**src/hdl/rmth_pkg.sv**
```systemverilog
// ----------------------------------------------------------------------------
// rmth_pkg
// Shared types, constants and helpers of the two-heap running median.
// ----------------------------------------------------------------------------
package rmth_pkg;

   localparam int DEFAULT_HEAP_DEPTH = 512;
   localparam int VALUE_W = 32;
   localparam int COUNT_W = 11;

   typedef enum logic [3:0] {
      S_IDLE,
      S_PLAN,
      S_P_INIT,
      S_P_CHECK,
      S_P_CMP,
      S_D_LEFT,
      S_D_RIGHT,
      S_D_RCMP,
      S_D_MOVE,
      S_D_END,
      S_DONE
   } state_type;

   typedef enum logic [3:0] {
      C_NONE,
      C_LOAD,
      C_PLAN,
      C_PUSH_INIT,
      C_PUSH_CHECK,
      C_PUSH_CMP,
      C_SD_LEFT,
      C_SD_RIGHT,
      C_SD_RCMP,
      C_SD_MOVE,
      C_SWITCH,
      C_OUT
   } cmd_type;

   typedef struct packed {
      logic full;
      logic swap;
      logic idx_zero;
      logic up_move;
      logic left_in;
      logic right_in;
      logic best_moved;
      logic two_phase;
      logic out_free;
   } status_type;

   // True if a belongs above b: max-heap order when is_max is set.
   function automatic logic ranks_above(input logic signed [VALUE_W-1:0] a,
                                        input logic signed [VALUE_W-1:0] b,
                                        input logic is_max);
      return is_max ? (a > b) : (a < b);
   endfunction

endpackage

```
**src/hdl/rmth_ctrl.sv**
```systemverilog
// ----------------------------------------------------------------------------
// rmth_ctrl
// Sequencer for placement, sift-down, sift-up and result transfer.
// ----------------------------------------------------------------------------
module rmth_ctrl (
   input  logic                 clock,
   input  logic                 reset,
   input  logic                 req_valid,
   output logic                 req_stall,
   input  rmth_pkg::status_type status,
   output rmth_pkg::cmd_type    cmd
);

   rmth_pkg::state_type state_ff, state_in;

   always_ff @(posedge clock) begin
      if (reset) begin
         state_ff <= rmth_pkg::S_IDLE;
      end else begin
         state_ff <= state_in;
      end
   end

   always_comb begin
      state_in = state_ff;
      unique case (state_ff)
         rmth_pkg::S_IDLE: begin
            if (req_valid) state_in = rmth_pkg::S_PLAN;
         end
         rmth_pkg::S_PLAN: begin
            if (status.full) state_in = rmth_pkg::S_DONE;
            else if (status.swap) state_in = rmth_pkg::S_D_LEFT;
            else state_in = rmth_pkg::S_P_INIT;
         end
         rmth_pkg::S_P_INIT: state_in = rmth_pkg::S_P_CHECK;
         rmth_pkg::S_P_CHECK: begin
            state_in = status.idx_zero ? rmth_pkg::S_DONE : rmth_pkg::S_P_CMP;
         end
         rmth_pkg::S_P_CMP: begin
            state_in = status.up_move ? rmth_pkg::S_P_CHECK : rmth_pkg::S_DONE;
         end
         rmth_pkg::S_D_LEFT: begin
            state_in = status.left_in ? rmth_pkg::S_D_RIGHT : rmth_pkg::S_D_END;
         end
         rmth_pkg::S_D_RIGHT: begin
            state_in = status.right_in ? rmth_pkg::S_D_RCMP : rmth_pkg::S_D_MOVE;
         end
         rmth_pkg::S_D_RCMP: state_in = rmth_pkg::S_D_MOVE;
         rmth_pkg::S_D_MOVE: begin
            state_in = status.best_moved ? rmth_pkg::S_D_LEFT : rmth_pkg::S_D_END;
         end
         rmth_pkg::S_D_END: begin
            state_in = status.two_phase ? rmth_pkg::S_P_INIT : rmth_pkg::S_DONE;
         end
         rmth_pkg::S_DONE: begin
            if (status.out_free) state_in = rmth_pkg::S_IDLE;
         end
         default: state_in = rmth_pkg::S_IDLE;
      endcase
   end

   always_comb begin
      cmd = rmth_pkg::C_NONE;
      req_stall = 1'b1;
      unique case (state_ff)
         rmth_pkg::S_IDLE: begin
            req_stall = 1'b0;
            if (req_valid) cmd = rmth_pkg::C_LOAD;
         end
         rmth_pkg::S_PLAN:    cmd = rmth_pkg::C_PLAN;
         rmth_pkg::S_P_INIT:  cmd = rmth_pkg::C_PUSH_INIT;
         rmth_pkg::S_P_CHECK: cmd = rmth_pkg::C_PUSH_CHECK;
         rmth_pkg::S_P_CMP:   cmd = rmth_pkg::C_PUSH_CMP;
         rmth_pkg::S_D_LEFT:  cmd = rmth_pkg::C_SD_LEFT;
         rmth_pkg::S_D_RIGHT: cmd = rmth_pkg::C_SD_RIGHT;
         rmth_pkg::S_D_RCMP:  cmd = rmth_pkg::C_SD_RCMP;
         rmth_pkg::S_D_MOVE:  cmd = rmth_pkg::C_SD_MOVE;
         rmth_pkg::S_D_END: begin
            if (status.two_phase) cmd = rmth_pkg::C_SWITCH;
         end
         rmth_pkg::S_DONE: begin
            if (status.out_free) cmd = rmth_pkg::C_OUT;
         end
         default: cmd = rmth_pkg::C_NONE;
      endcase
   end

endmodule

```
**config.mk**
```make
export PLATFORM = sky130hd
export DESIGN_NAME = rmth_ctrl
export DESIGN_NICKNAME = d
export VERILOG_FILES = /design/src/hdl/rmth_pkg.sv /design/src/hdl/rmth_ctrl.sv
export SDC_FILE = /design/constraint.sdc
export NUM_CORES = 1
export LEC_CHECK = 0
export BUFFER_PORTS_ARGS = -buffer_cell sky130_fd_sc_hd__buf_2
export CORE_AREA = 5 5 42 44
export CTS_CLUSTER_SIZE = 28
export DETAILED_ROUTE_END_ITERATION = 6
export DIE_AREA = 0 0 47 49
export PLACE_DENSITY = 0.67
export SYNTH_ARGS = -nofsm -noshare
export SYNTH_HDL_FRONTEND = slang
export SYNTH_SLANG_ARGS = --single-unit
```
**constraint.sdc**
```tcl
create_clock -name clock -period 1.2 [get_ports clock]
set_input_delay 0.06 -clock clock [delete_from_list [all_inputs] [get_ports clock]]
set_output_delay 0.06 -clock clock [all_outputs]
set_load 0.02 [all_outputs]
```
* After elaboration in Yosys (flattened, before gate mapping)
Index checks and enable logic that the tools add are counted.
** Word-level totals
- Register bits after elaboration :: 4
- Output and inout port bits :: 5
- Input bits :: 12
** Operators by class
- Muxes and demuxes :: 16
- Equal/unequal tests :: 12
- Reductions and logical operators :: 2
** Operators with widths (number)
- $pmux W4 S11 :: 2
- $mux W4 :: 11
- $eq A4 B3 Y1 const B :: 4
- $eq A4 B4 Y1 const B :: 3
- $eq A4 B2 Y1 const B :: 2
- $eq A4 B1 Y1 const B :: 1
- $logic_not A4 Y1 :: 1
- $ne A2 B2 Y1 const B :: 2
- $mux W3 :: 1
- $mux W1 :: 2
- $reduce_and A2 Y1 :: 1

* Logic depth before layout (Yosys ltp)
Gate-level depths: netlist (run 1).
- Depth after elaboration :: 3
- Gate-level depth with buffers :: 6

* Least setup slack after synthesis (run 1)
OpenSTA, ideal clock, no wires.
- Path kind :: register to output
- Start point :: reg state_ff[0]
- End point :: out cmd[1]
- Slack :: -0.152 ns
- Required time :: 1.140 ns
- Stages on the path, launching flop included :: 6
- Arrival time :: 1.292 ns
- Path through :: dfxtp_1 > buf_4 > clkbuf_1 > and3_1 > a21oi_1 > o22ai_1
** Between the ends
- Longest elaborated chain between the ends :: 2
- Elaborated cells on any way between the ends :: 12
- Classes of those cells :: eq/ne: 10; mux: 1; reduce/logical: 1
** RTL lines
- start: declaration :: RTL line rmth_ctrl.sv:14 : rmth_pkg::state_type state_ff, state_in;
- start signal: assignment :: RTL line rmth_ctrl.sv:18 : state_ff <= rmth_pkg::S_IDLE;
- start signal: assignment :: RTL line rmth_ctrl.sv:20 : state_ff <= state_in;
- $eq A4 B4 Y1 (tied with other cells) :: RTL line rmth_ctrl.sv:65 : unique case (state_ff)
- $pmux W4 S11 (*) :: RTL line rmth_ctrl.sv:65
- end: declaration :: RTL line rmth_ctrl.sv:11 : output rmth_pkg::cmd_type cmd
Mark *: on every way between the ends. The rest lies on a longest branch, timed or not.

* Worst setup path after layout (run 1)
- Start point :: reg state_ff[3]
- End point :: out cmd[0]
Same word-level chain as after synthesis.

==> impl_metrics.csv, run 1 <==
group,metric,value,unit
status,status,"finished with violations",
status,violations,"negative setup slack",
global_routing,grtUsageMet3,0.0480,
layout,layout.area.seq,95.1,um2
sta,fmax,709,MHz
sta,period_share,1.18,
detailed_routing,drcViolationCount,0,
yosys,avgSynthCellArea,7.35,um2
layout,largest_reg_flops,4,
setup_path,criticalPathCategory,"register to output pin",
setup_path,critPathCaptureType,"output pin",
yosys,yosys-top-cells-count,"nor2_1 (8), nor2b_1 (6), a21oi_1 (5)",
cts,cts_buffer_depth,2,
yosys,synthTopCellsByArea,"dfxtp_1 (15%), nor2b_1 (7.1%), a32oi_1 (6.6%)",
sta,skew,0.156,ps
die,num_rows,14,
yosys,ys_types,36,
global_routing,grtUsageTotal,0.163,
layout,nFillCells,103,
yosys,synth_compound_area_frac,0.362,
detailed_routing,drt-initial-drc-count,6,
die,die_y,49,um
yosys,yosysMostFrequentCell,"nor2_1",
yosys,synth_seq_cells,4,
cts,clkLatencyLatePin,230,ps
die,die_w,47,um
die,start_util,0.378,
cts,cts_buffers,3,
layout,area_delta_synth_final,84.9,%
sta,rsz0062_at_grt,"yes",
die,ios,17,
yosys,syn_inst,72,
pwr,p_comb_frac,0.797,
detailed_routing,vias,698,
sta,final-setup-viol-count,8,
hold_path,hold_path.class,"input pin to register",
die,floorplan.die_area,2300,um2
detailed_routing,wire_per_inst,14.9,um
yosys,synth-edff-count,0,
detailed_routing,firstDrtPassIters,4,
yosys,synth_top_family_by_area,"compound AO/OA/AOI/OAI gates",
layout,multi_input_area,533,um2
sta,maxSlewViolCount,0,
cts,h-tree-depth,1,
pwr,swShare,0.447,
layout,diodes,0,
yosys,yosys.area.top_type_share,0.151,
yosys,synthMuxAreaShare,0.0213,
placed_design,place_congestion,0.877,
yosys,yosys.area_share.xor_xnor,0.0331,
yosys,synth.largest_area_cell,"dfxtp_1",
job,cap_viol_max_count,0,
yosys,synth_flop_cell,"dfxtp_1",
setup_path,critPathRequiredTime,1140,ps
sta,setup_slack,-211,ps
placed_design,dp_hpwl,1.16,mm
setup_path,arrival,1350,ps
sta,maxSlewHeadroom,0.822,
pwr,static-leakage-power,0.399,nW
pwr,p_clk_frac,0.064,
yosys,yosysWarnings,0,
yosys,netlist_area,529,um2
cts,clk_pin_slew,30,ps
setup_path,cp_max_fo,9,
global_routing,overflow,0,
layout,top_register,"state_ff",
pwr,peakVddDrop,1.32,mV
placed_design,port_buffers,16,
die,coreArea,1400,um2
pwr,p_int,1.38,mW
cts,cts_tree,"yes",
detailed_routing,vias_per_cell,5.63,
pwr,power_frac_seq,0.139,
layout,stdcell_area,978,um2
global_routing,grt_max_degree,11,
detailed_routing,drtAntennaViolNets,0,
global_routing,grt_use_met2,0.269,
pwr,cellPowerDensity,2560,nW/um2
pwr,p_sw,1.12,mW
yosys,async_flop_share,0,
sta,hold_viol_final,0,
layout,nets,122,
sta,worst_pin_slew,264,ps
global_routing,grt_use_met1,0.208,
yosys,yosys.area_share.simple,0.333,
yosys,seq_area_frac_synth,0.151,
yosys,syn-num-nets,84,
global_routing,grt_pass1_vias,665,
sta,min_period,1410,ps
placed_design,place_ws,-210,ps
global_routing,grt_pass1_wl,2.87,mm
layout,largest_registers,"state_ff (4)",
global_routing,antenna_found_initial,0,
global_routing,grt.busiest_layer,"met2",
placed_design,dpl_cell_area,741,um2
setup_path,critPathLaunchType,"register",
yosys,synthAdderAreaFrac,0,
detailed_routing,routed_wirelength,1.84,mm
layout,drive_gt1_frac,0.685,
cts,ctsRootBufferMaster,"clkbuf_4",
cts,cts_hold_buf,0,
cts,clkSinkCount,4,
[metrics by stage]
| step | TNS [ps] | total power, mW | cells | hold WS, ps | utilization |
|---|---|---|---|---|---|
| 2_1_floorplan | -265 | 1.31 | 72 | 122 | - |
| 3_3_place_gp | -900 | 1.72 | 114 | 281 | 0.529 |
| 3_5_place_dp | -865 | 1.74 | 114 | 286 | 0.529 |
| 4_1_cts | -935 | 2.25 | 121 | 33.0 | 0.629 |
| 5_1_grt | -1520 | 2.69 | 124 | 56.6 | 0.698 |
| 6_report | -1000 | 2.50 | 124 | 51.2 | 0.698 |
[what timing repair did]
action | 4_1_cts | 5_1_grt
pin swaps | 6 | 9
setup buffers | 4 | 3
endpoints found under the setup margin | 9 | 9
gates resized for setup | 25 | 17
cloned | 0 | 0
[worst max-delay path: stages (launching register included)]
cell and delay [ps]:
dfxtp_4 370, buf_6 150, o41ai_2 350, nor2_1 80, buf_4 160
[power groups by stage]
stage          sequential (mW)  clock (mW)  combinational (mW)
6_report                 0.347       0.160                2.00
5_1_grt                  0.358       0.183                2.15
4_1_cts                  0.344       0.168                1.74
3_5_place_dp             0.307           0                1.43
3_3_place_gp             0.308           0                1.42
2_1_floorplan            0.229           0                1.08
[worst paths after layout]
kind	startpoint	end	depth (start not counted)	slack (ps)
min	reset	state_ff[0]$_SDFFE_PP0P_	2	50
max reg2reg	state_ff[2]$_SDFFE_PP0P_	state_ff[0]$_SDFFE_PP0P_	4	-180
min reg2reg	state_ff[1]$_SDFFE_PP0P_	state_ff[0]$_SDFFE_PP0P_	2	670
max	state_ff[3]$_SDFFE_PP0P_	cmd[0]	4	-210
[placed cells by master, fill, tap and decap left out, types with 2 or more instances in the layout]
| cell | Yosys | routed |
|---|---|---|
| o21ai_2 | 0 | 2 |
| nand2_1 | 4 | 3 |
| o21ai_0 | 4 | 2 |
| dfxtp_4 | 0 | 4 |
| buf_6 | 1 | 8 |
| nor2b_2 | 1 | 2 |
| clkbuf_4 | 0 | 3 |
| nor2_1 | 8 | 5 |
| nor2b_4 | 0 | 2 |
| a21oi_1 | 5 | 4 |
| buf_4 | 2 | 20 |
| nor2b_1 | 6 | 3 |
| a32oi_1 | 4 | 3 |
| nor2_2 | 0 | 2 |
| buf_2 | 3 | 12 |
[kinds of logic after synthesis]
logic type             count (synthesis)
AO/OA/AOI/OAI                         26
XOR/XNOR                               2
buffers and inverters                  9
flip-flops                             4
multiplexers                           1
AND/OR/NAND/NOR                       30
[routing by layer]
| layer | wire length [um] | part of all wire |
|---|---|---|
| met1 | 752 | 0.41 |
| met2 | 986 | 0.53 |
| met3 | 83 | 0.045 |
| met4 | 21 | 0.011 |
| met5 | 0 | 0 |
[final cells by class]
| class | instances | area share |
|---|---|---|
| flip-flops and latches | 4 | 0.0972 |
| repair buffers | 40 | 0.307 |
| multi-input cells | 59 | 0.545 |
| well taps | 16 | 0.0205 |
| clock buffers | 3 | 0.0230 |
| inverters | 2 | 0.00767 |
Note: power is estimated with default switching activity, not from simulation.
==> inputs of run 2 (changes only) <==
Settings changed: PLACE_DENSITY 0.67 to default, PLACE_DENSITY_LB_ADDON from default to 0.05.
==> impl_metrics.csv, run 2 (synthesized netlist as in run 1, its figures left out) <==
group,metric,value,unit
placed_design,place_ws,-246,ps
layout,drive_gt1_frac,0.657,
die,floorplan.die_area,2300,um2
layout,diodes,0,
sta,min_period,1380,ps
pwr,cellPowerDensity,2560,nW/um2
cts,cts_buffer_depth,2,
die,ios,17,
pwr,power,2.35,mW
hold_path,hold_path.class,"input pin to register",
global_routing,grt_pass1_vias,691,
global_routing,grt_pass1_wl,2.86,mm
layout,stdcell_area,918,um2
detailed_routing,firstDrtPassIters,4,
placed_design,port_buffers,16,
global_routing,antenna_found_initial,0,
cts,clk_pin_slew,40,ps
placed_design,place_congestion,0.793,
status,status,"finished with violations",
die,start_util,0.378,
detailed_routing,routed_wirelength,1.68,mm
layout,final_cell_mix,"buf_2 (12), buf_4 (12), buf_6 (10)",
setup_path,critPathCaptureType,"output pin",
sta,tns,-755,ps
sta,final-setup-viol-count,9,
cts,cts_buffers,3,
cts,clkSinkCount,4,
global_routing,overflow,0,
cts,cts_tree,"yes",
sta,worst_pin_slew,328,ps
global_routing,grt_max_degree,9,
sta,skew,4.44,ps
setup_path,r2r_slack,-130,ps
cts,ctsRootBufferMaster,"clkbuf_4",
cts,h-tree-depth,1,
cts,clkLatencyLatePin,230,ps
pwr,static-leakage-power,0.363,nW
sta,hold_viol_final,0,
sta,maxSlewHeadroom,0.779,
layout,top_register,"state_ff",
global_routing,grtUsageTotal,0.162,
detailed_routing,drcViolationCount,0,
setup_path,critPathLaunchType,"register",
pwr,peakVddDrop,1.40,mV
status,violations,"negative setup slack",
setup_path,arrival,1320,ps
setup_path,criticalPathCategory,"register to output pin",
detailed_routing,vias,666,
sta,setup_slack,-179,ps
detailed_routing,drtAntennaViolNets,0,
sta,period_share,1.15,
sta,fmax,725,MHz
setup_path,critPathRequiredTime,1140,ps
setup_path,cp_max_fo,8,
layout,largest_registers,"state_ff (4)",
layout,area_delta_synth_final,73.5,%
die,die_w,47,um
detailed_routing,wire_per_inst,14.3,um
sta,rsz0062_at_grt,"yes",
placed_design,dpl_cell_area,733,um2
die,num_rows,14,
layout,largest_reg_flops,4,
placed_design,dp_hpwl,1.27,mm
layout,nets,116,
die,die_y,49,um
detailed_routing,vias_per_cell,5.64,
detailed_routing,drt-initial-drc-count,7,
job,cap_viol_max_count,0,
die,coreArea,1400,um2
layout,final_util,0.655,
sta,maxSlewViolCount,0,
run 2: metrics by stage:
| stage | hold WS, ps | instances |
|---|---|---|
| floorplan | 122 | 72 |
| global placement | 277 | 113 |
| detailed placement | 277 | 113 |
| CTS | 24.5 | 117 |
| global route | 35.4 | 118 |
| finish | 43.0 | 118 |
run 2: power by group:
group	internal, mW	switching [mW]
clock network	0.112	0.0506
logic	0.966	0.869
registers	0.220	0.130
run 2: area by class of cell:
| cell class | count | area, um2 |
|---|---|---|
| sequential | 4 | 95.1 |
| inverter | 2 | 7.51 |
| timing repair buffer | 34 | 263 |
| multi-input combinational | 59 | 510 |
| clock buffer | 3 | 22.5 |
| tap | 16 | 20.0 |
| fill | 127 | 483 |
run 2: path summary, 6_finish.rpt:
kind / from / to / cells after the start
max: state_ff[3]$_SDFFE_PP0P_ / cmd[0] / 4
min: reset / state_ff[2]$_SDFFE_PP0P_ / 2
max reg2reg: state_ff[0]$_SDFFE_PP0P_ / state_ff[3]$_SDFFE_PP0P_ / 5
min reg2reg: state_ff[2]$_SDFFE_PP0P_ / state_ff[2]$_SDFFE_PP0P_ / 2
run 2: what timing repair did:
action / in CTS / in global routing
gates resized for setup: 20 / 22
hold buffers: 0 / 0
buffers inserted: 1 / 1
pin swaps: 3 / 10
endpoints found under the setup margin: 9 / 9
run 2: critical path, stage by stage (launching register included):
cell,delay (ps)
dfxtp_4,370
buf_6,140
o41ai_2,330
nor2_1,80
buf_4,160
run 2: per-layer routing:
layer,GRT usage,share of wire,wire (um)
met4,0.0276,0.0089,15
met5,0,0,0
met3,0.0480,0.058,97
met1,0.205,0.42,704
met2,0.267,0.51,866
==> inputs of run 3 (changes only) <==
Settings changed: ABC_AREA from default to 1.
==> impl_metrics.csv, run 3 <==
group,metric,value,unit
status,status,"finished with violations",
status,violations,"negative setup slack",
yosys,yosysMostFrequentCell,"nand2_1",
cts,clkLatencyLatePin,240,ps
setup_path,criticalPathCategory,"register to output pin",
die,coreArea,1400,um2
yosys,syn_inst,85,
die,num_rows,14,
setup_path,cp_max_fo,6,
cts,h-tree-depth,1,
sta,hold_viol_final,0,
placed_design,dp_hpwl,1.15,mm
sta,fmax,726,MHz
setup_path,path_cells,"inv_4 > nor2_4 > buf_6 > nand2_2 > nand2_2 > nor2_1 > nand4_1 > buf_4",
die,die_w,47,um
setup_path,crit_start,"state_ff[1]$_SDFFE_PP0P_",
setup_path,cp_common_cell,"nand2_2",
layout,largest_reg_flops,4,
pwr,static-leakage-power,0.476,nW
sta,period_share,1.15,
setup_path,critPathRequiredTime,1140,ps
global_routing,grtUsageMet3,0.0332,
yosys,synth-edff-count,0,
setup_path,slowest_delay,400,ps
layout,layout_commonest_cell,"nand2_1",
global_routing,antenna_found_initial,0,
sta,worst_pin_slew,216,ps
pwr,power,2.11,mW
global_routing,grtUsageTotal,0.146,
setup_path,critPathLaunchType,"register",
yosys,yosys-top-cells-count,"nand2_1 (23), nand3_1 (15), inv_1 (10)",
yosys,ys_types,17,
setup_path,endpoint,"cmd[0]",
yosys,synthTopCellsByArea,"nand2_1 (18%), dfxtp_1 (17%), nand3_1 (16%)",
yosys,async_flop_share,0,
layout,drive_gt1_frac,0.581,
sta,setup_slack,-178,ps
layout,multi_input_area,435,um2
layout,final_cell_mix,"nand2_1 (19), buf_4 (18), buf_2 (11)",
sta,maxSlewHeadroom,0.854,
layout,diodes,0,
job,cap_viol_max_count,0,
global_routing,grt_max_degree,10,
sta,skew,10.7,ps
cts,ctsRootBufferMaster,"clkbuf_4",
placed_design,place_ws,-136,ps
layout,top_register,"state_ff",
global_routing,overflow,0,
detailed_routing,firstDrtPassIters,6,
layout,final_util,0.645,
yosys,avgSynthCellArea,5.61,um2
detailed_routing,vias_per_cell,4.81,
cts,cts_buffer_depth,2,
yosys,yosysWarnings,0,
global_routing,grt.busiest_layer,"met2",
global_routing,grt_use_met2,0.240,
setup_path,reg2reg_depth,10,
detailed_routing,drcViolationCount,0,
cts,cts_buffers,3,
detailed_routing,routed_wirelength,1.74,mm
layout,largest_registers,"state_ff (4)",
pwr,cellPowerDensity,2330,nW/um2
detailed_routing,wire_per_inst,12.4,um
layout,nFillCells,141,
global_routing,grt_pass1_wl,2.49,mm
setup_path,reg2reg_from,"state_ff[0]$_SDFFE_PP0P_",
sta,final-setup-viol-count,9,
layout,layout.area.seq,95.1,um2
yosys,synth_flop_cell,"dfxtp_1",
cts,clkSinkCount,4,
yosys,yosys.area.top_type_share,0.181,
die,start_util,0.340,
yosys,synth_seq_cells,4,
setup_path,slowest_stage,"dfxtp_4",
die,ios,17,
detailed_routing,drt-initial-drc-count,14,
cts,cts_tree,"yes",
sta,maxSlewViolCount,0,
setup_path,critPathCaptureType,"output pin",
setup_path,arrival,1320,ps
sta,min_period,1380,ps
global_routing,grt_pass1_vias,585,
detailed_routing,vias,673,
placed_design,place_congestion,0.806,
yosys,netlist_area,477,um2
global_routing,grt_use_met1,0.190,
setup_path,reg2reg_to,"state_ff[3]$_SDFFE_PP0P_",
yosys,syn-num-nets,97,
placed_design,port_buffers,16,
setup_path,r2r_slack,-70,ps
hold_path,hold_path.class,"input pin to register",
cts,clk_pin_slew,40,ps
sta,tns,-834,ps
layout,nets,138,
die,die_y,49,um
layout,area_delta_synth_final,89.5,%
detailed_routing,drtAntennaViolNets,0,
yosys,synth.largest_area_cell,"nand2_1",
pwr,peakVddDrop,1.31,mV
sta,rsz0062_at_grt,"yes",
die,floorplan.die_area,2300,um2
yosys,seq_area_frac_synth,0.168,
## run 3: cell type report
cell class / count / area share
Clock buffer: 3 / 0.0249
Sequential cell: 4 / 0.105
Tap cell: 16 / 0.0222
Timing Repair Buffer: 36 / 0.298
Inverter: 15 / 0.0679
Multi-Input combinational cell: 66 / 0.482
## run 3: worst min-delay path by stage
stage / start / to / slack, ps / cells after the start
2_1_floorplan: reset / state_ff[0]$_SDFFE_PP0P_ / 130 / 1
3_3_place_gp: reset / state_ff[2]$_SDFFE_PP0P_ / 260 / 2
3_5_place_dp: reset / state_ff[2]$_SDFFE_PP0P_ / 260 / 2
4_1_cts: reset / state_ff[2]$_SDFFE_PP0P_ / 9 / 2
5_1_grt: reset / state_ff[0]$_SDFFE_PP0P_ / 20 / 2
6_report: reset / state_ff[0]$_SDFFE_PP0P_ / 20 / 2
## run 3: layer usage
layer	vias up	routed length (um)	share of wire
met1	299	747	0.43
li1	356	-	-
met5	-	0	0
met3	0	93	0.053
met2	18	898	0.52
met4	0	0	0
## run 3: where the power goes
| part | leakage (nW) | total (mW) | switching (mW) | internal [mW] |
|---|---|---|---|---|
| registers | 0.0356 | 0.324 | 0.119 | 0.205 |
| clock network | 0.0138 | 0.167 | 0.0554 | 0.112 |
| logic | 0.426 | 1.62 | 0.836 | 0.780 |
| total | 0.476 | 2.11 | 1.01 | 1.10 |
## run 3: critical path, delay by kind of cell (launching register included)
family                 cells  cell delay, ps
flip-flops                 1             400
AND/OR/NAND/NOR            5             370
buffers and inverters      3             300
## run 3: what timing repair did
action	CTS	global route
setup endpoints to repair	9	9
setup buffers	1	9
pin swaps	7	13
gates resized for setup	32	13
hold buffers	0	0
## run 3: stage by stage
stage                     hold slack (ps)  instances  instance area (um2)
after floorplan                       130         85                  482
after global placement                264        127                  657
after detailed placement              264        127                  657
after CTS                            9.08        131                  785
after global routing                 21.2        140                  903
final                                20.3        140                  903
## run 3: kinds of logic (layout without fill, tap and decap cells)
logic type | after synthesis | after routing | synth area share
flops | 4 | 4 | 0.168
simple gates | 59 | 59 | 0.612
buf+inv | 15 | 54 | 0.118
compound gates | 7 | 7 | 0.102
